## src/hw/rtl/lps_pkg.sv

```systemverilog
// Shared codes and control types for the line pixel stepper.
package lps_pkg;

	// Command codes carried in the mode field of an input word.
	localparam logic MODE_START = 1'b0;
	localparam logic MODE_STEP  = 1'b1;

	// Status of the input stage as seen by the stepper core.
	typedef struct packed {
		logic valid;
		logic start;
	} lps_stage_t;

endpackage

```

## src/hw/rtl/lps_cmd_if.sv

```systemverilog
// Command channel: a start word with two endpoints, or a step word.
interface lps_cmd_if #(
	parameter int COORD_BITS = 12
);
	logic                  valid;
	logic                  ready;
	logic                  mode;
	logic [COORD_BITS-1:0] x_start;
	logic [COORD_BITS-1:0] y_start;
	logic [COORD_BITS-1:0] x_end;
	logic [COORD_BITS-1:0] y_end;

	modport source (output valid, mode, x_start, y_start, x_end, y_end, input ready);
	modport sink   (input valid, mode, x_start, y_start, x_end, y_end, output ready);
endinterface

```

## src/hw/rtl/lps_pix_if.sv

```systemverilog
// Pixel channel: one plotted pixel per word.
interface lps_pix_if #(
	parameter int COORD_BITS = 12
);
	logic                  valid;
	logic                  ready;
	logic [COORD_BITS-1:0] pixel_x;
	logic [COORD_BITS-1:0] pixel_y;
	logic                  last_pixel;

	modport source (output valid, pixel_x, pixel_y, last_pixel, input ready);
	modport sink   (input valid, pixel_x, pixel_y, last_pixel, output ready);
endinterface

```

## src/hw/rtl/lps_setup.sv

```systemverilog
// Line setup: orders the endpoints by x, finds the deltas, the major axis
// and the starting decision value.
module lps_setup #(
	parameter int COORD_BITS = 12
) (
	input  logic [COORD_BITS-1:0]        x_start,
	input  logic [COORD_BITS-1:0]        y_start,
	input  logic [COORD_BITS-1:0]        x_end,
	input  logic [COORD_BITS-1:0]        y_end,
	output logic [COORD_BITS-1:0]        org_x,
	output logic [COORD_BITS-1:0]        org_y,
	output logic                         steep,
	output logic                         y_neg,
	output logic [COORD_BITS-1:0]        major,
	output logic [COORD_BITS:0]          twice_major,
	output logic [COORD_BITS:0]          twice_minor,
	output logic signed [COORD_BITS+2:0] err_init
);
	logic                  swap;
	logic [COORD_BITS-1:0] xb;
	logic [COORD_BITS-1:0] yb;
	logic [COORD_BITS-1:0] dx;
	logic [COORD_BITS-1:0] dy;
	logic [COORD_BITS-1:0] minor;

	// Put the endpoint with the smaller x first.
	always_comb begin
		swap  = x_start > x_end;
		org_x = swap ? x_end : x_start;
		org_y = swap ? y_end : y_start;
		xb    = swap ? x_start : x_end;
		yb    = swap ? y_start : y_end;
	end

	// Absolute deltas and the choice of major axis.
	always_comb begin
		dx          = xb - org_x;
		y_neg       = org_y > yb;
		dy          = y_neg ? (org_y - yb) : (yb - org_y);
		steep       = dy > dx;
		major       = steep ? dy : dx;
		minor       = steep ? dx : dy;
		twice_major = {major, 1'b0};
		twice_minor = {minor, 1'b0};
		err_init    = $signed({2'b00, twice_minor}) - $signed({3'b000, major});
	end
endmodule

```

## src/hw/rtl/lps_stepper.sv

```systemverilog
// Stepper core: holds line state, gives one pixel per word of a line and
// advances the decision value, with a result register on the pixel side.
module lps_stepper #(
	parameter int COORD_BITS = 12
) (
	input  logic                         clk,
	input  logic                         arst_n,
	input  lps_pkg::lps_stage_t          stage,
	input  logic [COORD_BITS-1:0]        org_x,
	input  logic [COORD_BITS-1:0]        org_y,
	input  logic                         steep,
	input  logic                         y_neg,
	input  logic [COORD_BITS-1:0]        major,
	input  logic [COORD_BITS:0]          twice_major,
	input  logic [COORD_BITS:0]          twice_minor,
	input  logic signed [COORD_BITS+2:0] err_init,
	output logic                         take,
	lps_pix_if.source                    pix
);
	logic                         active_q;
	logic                         steep_q;
	logic                         yneg_q;
	logic [COORD_BITS-1:0]        cur_x_q;
	logic [COORD_BITS-1:0]        cur_y_q;
	logic signed [COORD_BITS+2:0] err_q;
	logic [COORD_BITS-1:0]        left_q;
	logic [COORD_BITS:0]          tmaj_q;
	logic [COORD_BITS:0]          tmin_q;

	logic                         e_steep;
	logic                         e_yneg;
	logic [COORD_BITS-1:0]        e_x;
	logic [COORD_BITS-1:0]        e_y;
	logic signed [COORD_BITS+2:0] e_err;
	logic [COORD_BITS-1:0]        e_left;
	logic [COORD_BITS:0]          e_tmaj;
	logic [COORD_BITS:0]          e_tmin;
	logic                         emits;
	logic                         last;
	logic                         err_pos;
	logic [COORD_BITS-1:0]        y_moved;
	logic [COORD_BITS-1:0]        n_x;
	logic [COORD_BITS-1:0]        n_y;
	logic signed [COORD_BITS+2:0] n_err;

	// A start word takes its values from setup, a step word from the state.
	always_comb begin
		if (stage.start) begin
			e_steep = steep;
			e_yneg  = y_neg;
			e_x     = org_x;
			e_y     = org_y;
			e_err   = err_init;
			e_left  = major;
			e_tmaj  = twice_major;
			e_tmin  = twice_minor;
		end else begin
			e_steep = steep_q;
			e_yneg  = yneg_q;
			e_x     = cur_x_q;
			e_y     = cur_y_q;
			e_err   = err_q;
			e_left  = left_q;
			e_tmaj  = tmaj_q;
			e_tmin  = tmin_q;
		end
	end

	// A word is consumed once the result register can take its pixel, if any.
	always_comb begin
		emits = stage.start || active_q;
		take  = stage.valid && (!emits || !pix.valid || pix.ready);
		last  = (e_left == '0);
	end

	// Next pixel: the major axis always moves, the minor one when the
	// decision value is positive.
	always_comb begin
		err_pos = (e_err > 0);
		y_moved = e_yneg ? (e_y - 1'b1) : (e_y + 1'b1);
		if (e_steep) begin
			n_y = y_moved;
			n_x = err_pos ? (e_x + 1'b1) : e_x;
		end else begin
			n_x = e_x + 1'b1;
			n_y = err_pos ? y_moved : e_y;
		end
		n_err = e_err + $signed({2'b00, e_tmin})
			- (err_pos ? $signed({2'b00, e_tmaj}) : $signed({(COORD_BITS+3){1'b0}}));
	end

	// Line state.
	always_ff @(posedge clk or negedge arst_n) begin
		if (!arst_n) begin
			active_q <= 1'b0;
			steep_q  <= 1'b0;
			yneg_q   <= 1'b0;
			cur_x_q  <= '0;
			cur_y_q  <= '0;
			err_q    <= '0;
			left_q   <= '0;
			tmaj_q   <= '0;
			tmin_q   <= '0;
		end else if (take && emits) begin
			steep_q <= e_steep;
			yneg_q  <= e_yneg;
			tmaj_q  <= e_tmaj;
			tmin_q  <= e_tmin;
			if (last) begin
				active_q <= 1'b0;
				cur_x_q  <= e_x;
				cur_y_q  <= e_y;
				err_q    <= e_err;
				left_q   <= e_left;
			end else begin
				active_q <= 1'b1;
				cur_x_q  <= n_x;
				cur_y_q  <= n_y;
				err_q    <= n_err;
				left_q   <= e_left - 1'b1;
			end
		end
	end

	// Result register.
	always_ff @(posedge clk or negedge arst_n) begin
		if (!arst_n) begin
			pix.valid <= 1'b0;
		end else if (take && emits) begin
			pix.valid <= 1'b1;
		end else if (pix.ready) begin
			pix.valid <= 1'b0;
		end
	end

	always_ff @(posedge clk) begin
		if (take && emits) begin
			pix.pixel_x    <= e_x;
			pix.pixel_y    <= e_y;
			pix.last_pixel <= last;
		end
	end
endmodule

```

## src/hw/rtl/line_pixel_stepper.sv

```systemverilog
// Channel  Direction  Word contents
// cmd      in         mode, x_start, y_start, x_end, y_end
// pix      out        pixel_x, pixel_y, last_pixel
//
// One pixel per clock while pix is not stalled: a word is registered
// after line setup, then the stepper core gives its pixel into the
// result register, so each pixel passes both registers on its way to pix.
// The rate is set by the decision update in the stepper core.
// Reset (arst_n low) drops any line in progress and empties both registers.
// A stall on pix holds the input stage; a step word with no line gives no pixel.
module line_pixel_stepper #(
	parameter int COORD_BITS = 12
) (
	input  logic        clk,
	input  logic        arst_n,
	lps_cmd_if.sink     cmd,
	lps_pix_if.source   pix
);
	logic [COORD_BITS-1:0]        su_org_x;
	logic [COORD_BITS-1:0]        su_org_y;
	logic                         su_steep;
	logic                         su_y_neg;
	logic [COORD_BITS-1:0]        su_major;
	logic [COORD_BITS:0]          su_tmaj;
	logic [COORD_BITS:0]          su_tmin;
	logic signed [COORD_BITS+2:0] su_err;

	logic                         valid_s1;
	logic                         start_s1;
	logic [COORD_BITS-1:0]        org_x_s1;
	logic [COORD_BITS-1:0]        org_y_s1;
	logic                         steep_s1;
	logic                         y_neg_s1;
	logic [COORD_BITS-1:0]        major_s1;
	logic [COORD_BITS:0]          tmaj_s1;
	logic [COORD_BITS:0]          tmin_s1;
	logic signed [COORD_BITS+2:0] err_s1;

	lps_pkg::lps_stage_t          stage;
	logic                         take;
	logic                         load;

	lps_setup #(.COORD_BITS(COORD_BITS)) u_setup (
		.x_start     (cmd.x_start),
		.y_start     (cmd.y_start),
		.x_end       (cmd.x_end),
		.y_end       (cmd.y_end),
		.org_x       (su_org_x),
		.org_y       (su_org_y),
		.steep       (su_steep),
		.y_neg       (su_y_neg),
		.major       (su_major),
		.twice_major (su_tmaj),
		.twice_minor (su_tmin),
		.err_init    (su_err)
	);

	// The input stage takes a word whenever it is empty or being drained.
	assign cmd.ready = !valid_s1 || take;
	assign load      = cmd.valid && cmd.ready;

	always_ff @(posedge clk or negedge arst_n) begin
		if (!arst_n) begin
			valid_s1 <= 1'b0;
		end else if (load) begin
			valid_s1 <= 1'b1;
		end else if (take) begin
			valid_s1 <= 1'b0;
		end
	end

	always_ff @(posedge clk) begin
		if (load) begin
			start_s1 <= (cmd.mode == lps_pkg::MODE_START);
			org_x_s1 <= su_org_x;
			org_y_s1 <= su_org_y;
			steep_s1 <= su_steep;
			y_neg_s1 <= su_y_neg;
			major_s1 <= su_major;
			tmaj_s1  <= su_tmaj;
			tmin_s1  <= su_tmin;
			err_s1   <= su_err;
		end
	end

	assign stage.valid = valid_s1;
	assign stage.start = start_s1;

	lps_stepper #(.COORD_BITS(COORD_BITS)) u_stepper (
		.clk         (clk),
		.arst_n      (arst_n),
		.stage       (stage),
		.org_x       (org_x_s1),
		.org_y       (org_y_s1),
		.steep       (steep_s1),
		.y_neg       (y_neg_s1),
		.major       (major_s1),
		.twice_major (tmaj_s1),
		.twice_minor (tmin_s1),
		.err_init    (err_s1),
		.take        (take),
		.pix         (pix)
	);
endmodule
```

## src/flat_wrapper.sv

```systemverilog
// flat-port wrapper written by rule: the top's interface ports become plain ports
module line_pixel_stepper_flat 
#(
	parameter int COORD_BITS = 12
)
  (clk, arst_n, cmd_valid, cmd_mode, cmd_x_start, cmd_y_start, cmd_x_end, cmd_y_end, cmd_ready, pix_valid, pix_pixel_x, pix_pixel_y, pix_last_pixel, pix_ready);
  lps_cmd_if #(.COORD_BITS(COORD_BITS)) cmd_i ();
  lps_pix_if #(.COORD_BITS(COORD_BITS)) pix_i ();
  input  logic clk;
  input  logic arst_n;
  input wire logic [$bits(cmd_i.valid)-1:0] cmd_valid;
  input wire logic [$bits(cmd_i.mode)-1:0] cmd_mode;
  input wire logic [$bits(cmd_i.x_start)-1:0] cmd_x_start;
  input wire logic [$bits(cmd_i.y_start)-1:0] cmd_y_start;
  input wire logic [$bits(cmd_i.x_end)-1:0] cmd_x_end;
  input wire logic [$bits(cmd_i.y_end)-1:0] cmd_y_end;
  output wire logic [$bits(cmd_i.ready)-1:0] cmd_ready;
  output wire logic [$bits(pix_i.valid)-1:0] pix_valid;
  output wire logic [$bits(pix_i.pixel_x)-1:0] pix_pixel_x;
  output wire logic [$bits(pix_i.pixel_y)-1:0] pix_pixel_y;
  output wire logic [$bits(pix_i.last_pixel)-1:0] pix_last_pixel;
  input wire logic [$bits(pix_i.ready)-1:0] pix_ready;
  assign cmd_i.valid = cmd_valid;
  assign cmd_i.mode = cmd_mode;
  assign cmd_i.x_start = cmd_x_start;
  assign cmd_i.y_start = cmd_y_start;
  assign cmd_i.x_end = cmd_x_end;
  assign cmd_i.y_end = cmd_y_end;
  assign cmd_ready = cmd_i.ready;
  assign pix_valid = pix_i.valid;
  assign pix_pixel_x = pix_i.pixel_x;
  assign pix_pixel_y = pix_i.pixel_y;
  assign pix_last_pixel = pix_i.last_pixel;
  assign pix_i.ready = pix_ready;
  line_pixel_stepper #(.COORD_BITS(COORD_BITS)) u_core (.clk(clk), .arst_n(arst_n), .cmd(cmd_i), .pix(pix_i));
endmodule
```

## config.mk

```make
export PLATFORM = sky130hd
export DESIGN_NAME = line_pixel_stepper_flat
export DESIGN_NICKNAME = d
export VERILOG_FILES = /design/src/hw/rtl/lps_pkg.sv /design/src/hw/rtl/lps_cmd_if.sv /design/src/hw/rtl/lps_pix_if.sv /design/src/hw/rtl/lps_setup.sv /design/src/hw/rtl/lps_stepper.sv /design/src/hw/rtl/line_pixel_stepper.sv /design/src/flat_wrapper.sv
export SDC_FILE = /design/constraint.sdc
export NUM_CORES = 1
export LEC_CHECK = 0
export BUFFER_PORTS_ARGS = -buffer_cell sky130_fd_sc_hd__buf_2
export CELL_PAD_IN_SITES_DETAIL_PLACEMENT = 1
export CELL_PAD_IN_SITES_GLOBAL_PLACEMENT = 2
export CORE_ASPECT_RATIO = 0.9
export CORE_MARGIN = 8
export CORE_UTILIZATION = 39
export CTS_CLUSTER_SIZE = 40
export DETAILED_ROUTE_END_ITERATION = 12
export PLACE_DENSITY_LB_ADDON = 0.1
export REMOVE_ABC_BUFFERS = 1
export SLEW_MARGIN = 40
export SYNTH_ARGS = -nofsm -noshare
export SYNTH_HDL_FRONTEND = slang
export SYNTH_SLANG_ARGS = --single-unit
```

## constraint.sdc

```tcl
create_clock -name clk -period 8.2 [get_ports clk]
set_input_delay 0.41 -clock clk [delete_from_list [all_inputs] [get_ports clk]]
set_output_delay 0.41 -clock clk [all_outputs]
set_load 0.005 [all_outputs]
```

# [After elaboration in Yosys (flattened, before gate mapping)]
# Cells that the tools add are included.
[word_totals] out_inout_bits=27 word_cells=80 inputBits=53 reg_bits=173
[classes] muxes=30 n_reduce_logical=13 n_lt_le_gt_ge=4 bitwise_logic=1 addsub=10
[op_table] cell="$mux 12" n=18
[op_table] cell="$mux 13" n=3
[op_table] cell="$gt 12x12->1" n=3
[op_table] cell="$sub 12x12->12" n=3
[op_table] cell="$mux 15" n=2
[op_table] cell="$add 12x1->12 const B" n=2
[op_table] cell="$sub 12x1->12 const B" n=2
[op_table] cell="$add 15x14->15" n=1
[op_table] cell="$gt 15x1->1 const B" n=1
[op_table] cell="$sub 15x14->15" n=1
[op_table] cell="$sub 13x12->14" n=1
[op_table] cell="$logic_not 12->1" n=1
[op_table] cell="$mux 1" n=7
[op_table] cell="$logic_or 1x1->1" n=4
[op_table] cell="$reduce_bool 2->1" n=2
[op_table] cell="$logic_and 1x1->1" n=3
[op_table] cell="$logic_not 1->1" n=3
[op_table] cell="$not 1->1" n=1

# [Depth between registers and ports, before layout]
# Gate-level depths: netlist of run 1.
[depth] depth_word=8 ltp_mapped=47 ltp_nobuf=40

# [Hierarchy]
# From an unflattened synthesis of run 1, not the netlist that was laid out.
[hier_totals] hier_cells=1513 hier_area_um2=13972.2
[by_module_without_submodules] module="lps_stepper" cells_per_inst=739 seq_area_each_um2=2777.7 n_inst=1 area_each_um2=7100.6
[by_module_without_submodules] module="lps_setup" cells_per_inst=689 seq_area_each_um2=0.0 n_inst=1 area_each_um2=4411.7
[by_module_without_submodules] module="line_pixel_stepper" cells_per_inst=85 seq_area_each_um2=2427.3 n_inst=1 area_each_um2=2459.9

# [Worst setup path after synthesis of run 1]
# No wires, ideal clock.
[synth_path] kind="input to register" startpoint="input cmd_x_end[9]" endpoint="register u_core.err_s1[13], data pin" path_buffers=8 t_arrival_ns=9.724 cell_stages=43 t_required_ns=8.010 setup_time_ns=0.190 path_slack_ns=-1.714 path_cell_list="inv_1 > ha_1 > nand4_1 > o211ai_2 > o41ai_4 > a21oi_2 > buf_2 > buf_2 > clkbuf_1 > clkbuf_1 > clkbuf_1 > nand2_1 > o22a_1 > ha_1 > o31ai_1 > a21o_1 > a21boi_0 > o21ai_0 > (+7 left out) > inv_1 > o21ai_0 > clkbuf_1 > clkbuf_1 > clkbuf_1 > mux2i_1 > ha_1 > a21oi_1 > mux2i_1 > a32o_1 > or4_1 > maj3_2 > a21oi_1 > o21ai_1 > a31oi_1 > o21ai_1 > nor3b_2 > a2111oi_2"
[synth_between] elab_chain_cells=7 word_cells_on_any_way=14 cone_classes="4 x add/sub; 3 x order compare; 7 x mux"
[synth_rtl] item="start: declaration" line="flat_wrapper.sv:15" source="input wire logic [$bits(cmd_i.x_end)-1:0] cmd_x_end;"
[synth_rtl] item="$gt 12x12->1" line="lps_setup.sv:28" source="swap = x_start > x_end;"
[synth_rtl] item="$mux 12, on equally long branches" line="lps_setup.sv:32, lps_setup.sv:30"
[synth_rtl] item="$sub 12x12->12 or $gt 12x12->1 (tied branches)" line="lps_setup.sv:39, lps_setup.sv:38"
[synth_rtl] item="$mux 12" line="lps_setup.sv:39" source="dy = y_neg ? (org_y - yb) : (yb - org_y);"
[synth_rtl] item="$gt 12x12->1" line="lps_setup.sv:40" source="steep = dy > dx;"
[synth_rtl] item="$mux 12 *" line="lps_setup.sv:42" source="minor = steep ? dx : dy;"
[synth_rtl] item="net u_core.su_tmin[1]" line="line_pixel_stepper.sv:25" source="logic [COORD_BITS:0] su_tmin;"
[synth_rtl] item="$sub 13x12->14 *" line="lps_setup.sv:45" source="err_init = $signed({2'b00, twice_minor}) - $signed({3'b000, major});"
[synth_rtl] item="net u_core.su_err[13]" line="line_pixel_stepper.sv:26" source="logic signed [COORD_BITS+2:0] su_err;"
[synth_rtl] item="end signal: assignment" line="line_pixel_stepper.sv:82" source="err_s1 <= su_err;"
[synth_rtl] item="end: declaration" line="line_pixel_stepper.sv:37" source="logic signed [COORD_BITS+2:0] err_s1;"
# The timed path passes the listed nets; every way through them passes the cells marked *.
# A chain may end at the register's enable or synchronous reset.

# [Worst setup path in the final report of run 1]
[layout_path] startpoint="input cmd_x_end[10]" endpoint="register u_core.err_s1[11], data pin"
# The elaborated chain is that of the path after synthesis.

==> results by group, run 1 <==
Floorplan
  • Die W: 209 um
  • Num ports: 80
  • Starting Density: 0.397
  • Row Count: 63
  • Die Y: 190 um
  • Core area: 33000 um2
  • Die Area: 39700 um2

Synth
  • Count leader, synth: nand2_1
  • Top cells by area, synth: edfxtp_1 20%, dfrtp_1 16%, mux2i_1 5.7%, ha_1 5.5%, o21ai_0 5.5%
  • Mapped Area: 13100 um2
  • Share of the synthesized area in the top cell type: 0.204
  • Post-Syn Instances: 1486
  • Yosys warnings: 0
  • Asr flop ratio synth: 0.480
  • Netlist cell types: 88
  • Post-synth top cells: 183 x nand2_1, 145 x o21ai_0, 117 x nor2_1, 113 x inv_1, 90 x a21oi_1
  • Post-Syn Area per Cell: 8.82 um2
  • Post-synthesis sequential area ratio: 0.361
  • Ys flop type: edfxtp_1
  • Post-synth EDFFs: 89
  • Area leader, netlist: edfxtp_1
  • Seq cells post-synth: 171

Timing
  • Slew Viols, Final: 0
  • Hold_ws: 175 ps
  • Final setup violation count: 0
  • Fin crit period: 7940 ps
  • Slew at the pin closest to its max-slew limit: 812 ps
  • Max-slew headroom: 0.457
  • Max Clock Skew: 11.7 ps
  • Max Freq: 126 MHz
  • Final Hold Fails: 0
  • Tcrit/Tclk final: 0.969

Worst setup path
  • Critical path type: in -> reg
  • Crit start category: primary input
  • Slowest cell on crit path: or4_4
  • Worst path required time: 8480 ps
  • Critical Path End Type: register
  • Max FO, Critical Path: 24
  • Worst path max stage delay: 530 ps
  • Cell mode on critical path: buf_4
  • Worst EP arrival: 8220 ps

CTS
  • H-tree levels: 4
  • Max clock buf depth: 2
  • Clk pin slew, worst setup/hold paths: 80 ps
  • # clock sinks: 171
  • Root buffer cell: clkbuf_16
  • Later-pin clock latency in the skew report: 460 ps
  • Cts bufs inserted: 17
  • CTS tree: yes

Drt
  • 1st-pass router iterations: 5
  • Routed vias: 11.3k
  • Detail Route Antenna Nets: 0
  • Routed WL per cell: 18.8 um
  • Via-per-instance ratio: 5.40
  • DRT iter0 DRCs: 471
  • Routed wire length: 39500 um
  • # DRC: 0

Power
  • Lkg Pwr: 6.94 nW
  • Reg power frac: 0.232
  • Peak supply drop: 0.260 mV
  • Switch Pwr: 0.00291 W
  • Clock share of power: 0.130
  • Net Sw Frac: 0.442
  • Combinational share of power: 0.637
  • Internal power: 0.00368 W
  • Areal power density over the cells: 415 nW/um2

Global routing
  • Vias in the first global route: 11.9k
  • Largest net degree at the start of global routing: 68
  • First-pass GRT wire length: 64100 um
  • Antenna violations before repair: 1
  • Total GRT Usage: 0.200
  • GRT overflow: 0

Place
  • Placer Congestion: 0.871
  • Number of port buffers: 79
  • Placed Cells incl. Taps: 2051
  • Final HPWL DP: 29800 um

Finish
  • Layout area overhead: 21.2%
  • Final non-filler cell total: 2099
  • Share of layout cells above drive strength 1: 0.221
  • Net count reported at finish: 1789

Run
  • Max_cap viols: 0

Hold path
  • Hold crit path type: in -> reg

Status
  • Status: finished clean
==> cell usage in the layout, fill, tap and decap left out, drive strengths merged, types with 19 or more instances in the layout <==
| master | synthesis | layout |
|---|---|---|
| mux2 | 32 | 32 |
| buf | 17 | 230 |
| nand3 | 19 | 19 |
| inv | 115 | 121 |
| xor2 | 19 | 19 |
| o21ai | 152 | 152 |
| nor2 | 117 | 117 |
| a21oi | 91 | 91 |
| ha | 58 | 58 |
| mux2i | 75 | 75 |
| dfrtp | 82 | 82 |
| xnor2 | 74 | 74 |
| nand2 | 183 | 183 |
| nand2b | 28 | 28 |
| edfxtp | 89 | 89 |
| clkbuf | 56 | 19 |
| nor2b | 22 | 22 |
==> metal layers <==
layer  vias up  wire [um]  GRT usage
met1      5590      19200      0.267
li1       5612          -          -
met5         -          0          0
met2       101      18800      0.337
met3        31        833     0.0304
met4         0        646     0.0485
==> worst paths after layout <==
kind	from	end	slack (ps)	cells after the start
setup / recovery	cmd_x_end[10]	u_core.err_s1[11]	260	38
hold / removal	cmd_valid	u_core.valid_s1	180	2
setup reg to reg	u_core.start_s1	u_core.u_stepper.err_q[14]	1770	25
hold reg to reg	u_core.u_stepper.cur_x_q[3]	u_core.u_stepper.cur_x_q[3]	480	2
max in group asynchronous	arst_n	u_core.u_stepper.cur_y_q[7]	6840	3
min in group asynchronous	arst_n	u_core.u_stepper.tmaj_q[12]	430	2
==> what timing repair did <==
item	CTS	global route
hold endpoints to repair	27	0
pin swaps	6	36
setup buffers	5	9
gates cloned	0	0
setup endpoints to repair	3	8
hold buffers	1	0
resized for setup	8	57
==> worst max-delay path: cells and delay by family <==
family | cells | cell delay (ps)
fa+ha+maj | 4 | 1120
buf+inv | 9 | 1140
compound gates | 15 | 3340
mux | 4 | 650
xor+xnor | 1 | 140
simple gates | 5 | 1400
==> power by group through the flow <==
| stage | sequential [W] | clock [W] | combinational [W] |
|---|---|---|---|
| CTS | 0.00153 | 0.000884 | 0.00405 |
| global route | 0.00157 | 0.000908 | 0.00475 |
| global placement | 0.00153 | 0 | 0.00387 |
| floorplan | 0.00150 | 0 | 0.00283 |
| finish | 0.00153 | 0.000859 | 0.00420 |
| detailed placement | 0.00155 | 0 | 0.00397 |
==> flip-flops by register name (all words and copies together), names as in the netlist, 13 cells and up <==
| signal | count |
|---|---|
| u_core.u_stepper.tmaj_q | 13 |
| u_core.u_stepper.tmin_q | 13 |
| u_core.err_s1 | 14 |
| u_core.u_stepper.err_q | 15 |
==> through the flow <==
step	setup TNS, ps	power (W)	area [um2]	worst slack [ps]	util
floorplan	-85240	0.00433	12800	-4710	-
global placement	-1040	0.00540	14800	-345	0.448
detailed placement	-2330	0.00552	14800	-650	0.448
CTS	0	0.00646	15500	2.31	0.469
global route	-652	0.00723	15900	-212	0.481
finish	0	0.00659	15900	257	0.481
==> logic make-up after synthesis <==
group           Yosys count  synth area share
buf+inv                 189            0.0557
mux                     107            0.0848
compound gates          393             0.190
xor+xnor                 93            0.0650
flops                   171             0.361
fa+ha+maj                83            0.0861
simple gates            450             0.158
==> layout make-up <==
type / instances / area [um2]
fillers: 3865 / 17200
clock buffers: 19 / 443
flip-flops and latches: 171 / 4720
repair buffers: 231 / 1570
well taps: 422 / 528
clock inverters: 13 / 156
inverters: 116 / 435
multi-input cells: 1126 / 8020
diodes: 1 / 2.50
Note: power is estimated with default switching activity, not from simulation.
==> run 2, diff against run 1 <==
==> constraint.sdc (replaced) <==
create_clock -name clk -period 8.2 [get_ports clk]
set_input_delay 1.64 -clock clk [delete_from_list [all_inputs] [get_ports clk]]
set_output_delay 1.64 -clock clk [all_outputs]
set_load 0.005 [all_outputs]
==> run 2 against run 1 <==
Effect of this change:
- via count up 5.2%
- highest routed layer unchanged
- hold slack better by 300 ps
- the run now ends with negative setup slack left
- first-iteration DRC count up 14%
==> results by group, run 2 (synthesis results as in run 1) <==
Worst setup path
  • R2r endpoint: u_core.u_stepper.err_q[14]
  • Worst path required time: 8470 ps
  • Critical Path End Type: register
  • R2R Setup Slk: 1520 ps
  • Max FO, Critical Path: 3
  • Worst EP arrival: 9270 ps
  • Slowest cell on crit path: or4_1
  • Crit path launch: cmd_x_end[9]
  • Worst path max stage delay: 480 ps
  • Reg2Reg Launch Point: u_core.start_s1
  • Crit start category: primary input
  • Critical path type: in -> reg
  • Setup crit end: u_core.err_s1[13]
  • R2R cell count: 25

Power
  • Switch Pwr: 0.00301 W
  • Areal power density over the cells: 405 nW/um2
  • Peak supply drop: 0.213 mV
  • Lkg Pwr: 7.60 nW
  • Clock share of power: 0.119
  • Net Sw Frac: 0.435
  • Internal power: 0.00390 W
  • Combinational share of power: 0.659
  • Reg power frac: 0.221

Drt
  • Via-per-instance ratio: 5.35
  • # DRC: 0
  • DRT iter0 DRCs: 537
  • Detail Route Antenna Nets: 0
  • 1st-pass router iterations: 5
  • Routed vias: 11.9k
  • Routed wire length: 41700 um
  • Routed WL per cell: 18.7 um

Timing
  • Slew at the pin closest to its max-slew limit: 702 ps
  • RSZ-0062 raised after global routing: true
  • Final setup violation count: 8
  • Fin crit period: 9000 ps
  • Tcrit/Tclk final: 1.10
  • Hold_ws: 475 ps
  • Final Hold Fails: 0
  • Max Clock Skew: 18.0 ps
  • Slew Viols, Final: 0
  • Max-slew headroom: 0.530
  • Max Freq: 111 MHz
  • Final setup margin: -801 ps

Place
  • Pre-CTS setup slack: -1790 ps
  • Placer Congestion: 0.864
  • Final HPWL DP: 31300 um
  • Number of port buffers: 79
  • Placed Cells incl. Taps: 2161

Finish
  • Final non-filler cell total: 2227
  • Largest registers: u_core.u_stepper.err_q (15), u_core.err_s1 (14)
  • Layout area overhead: 30.4%
  • Most frequent cells in the layout: 271 x buf_4, 181 x nand2_1, 138 x o21ai_0
  • Most common cell after layout, fill and taps aside: buf_4
  • Share of layout cells above drive strength 1: 0.288
  • ANT cells: 0
  • Number of flip-flops under the largest register name: 15
  • Net count reported at finish: 1918
  • Top reg by flops: u_core.u_stepper.err_q

Status
  • Failing checks: negative setup slack
  • Status: complete, but fails checks

Floorplan
  • Row Count: 63
  • Die W: 209 um
  • Die Y: 190 um
  • Starting Density: 0.397
  • Die Area: 39700 um2
  • Num ports: 80
  • Core area: 33000 um2

CTS
  • # clock sinks: 171
  • Root buffer cell: clkbuf_16
  • CTS tree: yes
  • H-tree levels: 4
  • Max clock buf depth: 2
  • Clk pin slew, worst setup/hold paths: 70 ps
  • Later-pin clock latency in the skew report: 460 ps
  • Cts bufs inserted: 17

Hold path
  • Hold Path Depth: 2
  • Hold crit path type: reg -> reg

Global routing
  • Antenna violations before repair: 0
  • Vias in the first global route: 13.0k
  • GRT overflow: 0
  • Largest net degree at the start of global routing: 103
  • Total GRT Usage: 0.212
  • First-pass GRT wire length: 67900 um

Run
  • Max_cap viols: 0
==> run 2: metrics by stage <==
stage	TNS, ps	utilization	total power [W]	area, um2
after floorplan	-131980	-	0.00433	12800
after detailed placement	-12990	0.474	0.00577	15700
after global placement	-10090	0.474	0.00560	15600
after global routing	-6360	0.517	0.00754	17100
final	-3540	0.517	0.00691	17100
after CTS	-2720	0.511	0.00687	16900
==> run 2: worst min path at each step <==
stage,endpoint,slack (ps),startpoint
after floorplan,u_core.u_stepper.active_q,440,u_core.u_stepper.active_q
after global placement,u_core.u_stepper.active_q,460,u_core.u_stepper.active_q
after detailed placement,u_core.u_stepper.active_q,470,u_core.u_stepper.active_q
after CTS,u_core.u_stepper.active_q,480,u_core.u_stepper.active_q
after global routing,u_core.u_stepper.tmin_q[3],510,u_core.u_stepper.tmin_q[3]
final,u_core.u_stepper.active_q,470,u_core.u_stepper.active_q
==> run 2: power by group through the flow <==
stage / Sequential (W) / Combinational [W] / Clock, W
floorplan: 0.00150 / 0.00283 / 0
CTS: 0.00153 / 0.00449 / 0.000851
global route: 0.00157 / 0.00509 / 0.000873
finish: 0.00153 / 0.00456 / 0.000825
global placement: 0.00153 / 0.00407 / 0
detailed placement: 0.00154 / 0.00422 / 0
==> run 2: timing repair <==
item	in CTS	in global routing
hold buffers	0	0
setup buffers	27	8
pin swaps	54	11
gates resized for setup	89	30
setup endpoints to repair	9	10
==> run 2: layer usage <==
| layer | vias to the layer above | GRT usage | part of all wire |
|---|---|---|---|
| met3 | 36 | 0.0285 | 0.019 |
| li1 | 5863 | - | - |
| met4 | 0 | 0.0607 | 0.016 |
| met5 | - | 0 | 0 |
| met2 | 114 | 0.370 | 0.49 |
| met1 | 5911 | 0.270 | 0.47 |
==> run 2: critical path, delay by kind of cell <==
family,cells,cell delay [ps]
AOI/OAI and AO/OA,15,3080
xor gates and xnor gates,1,130
adders and majority gates,5,1250
buffers and inverters,8,850
muxes,5,760
and+or+nand+nor,7,1540
==> run 2: cell type report <==
type                       count  area [um2]
clock buffer                  19         443
sequential                   171        4720
clock inverter                13         135
timing repair buffer         360        2640
multi-input combinational   1126        8170
tap                          422         528
fill                        3872       15900
inverter                     116         445
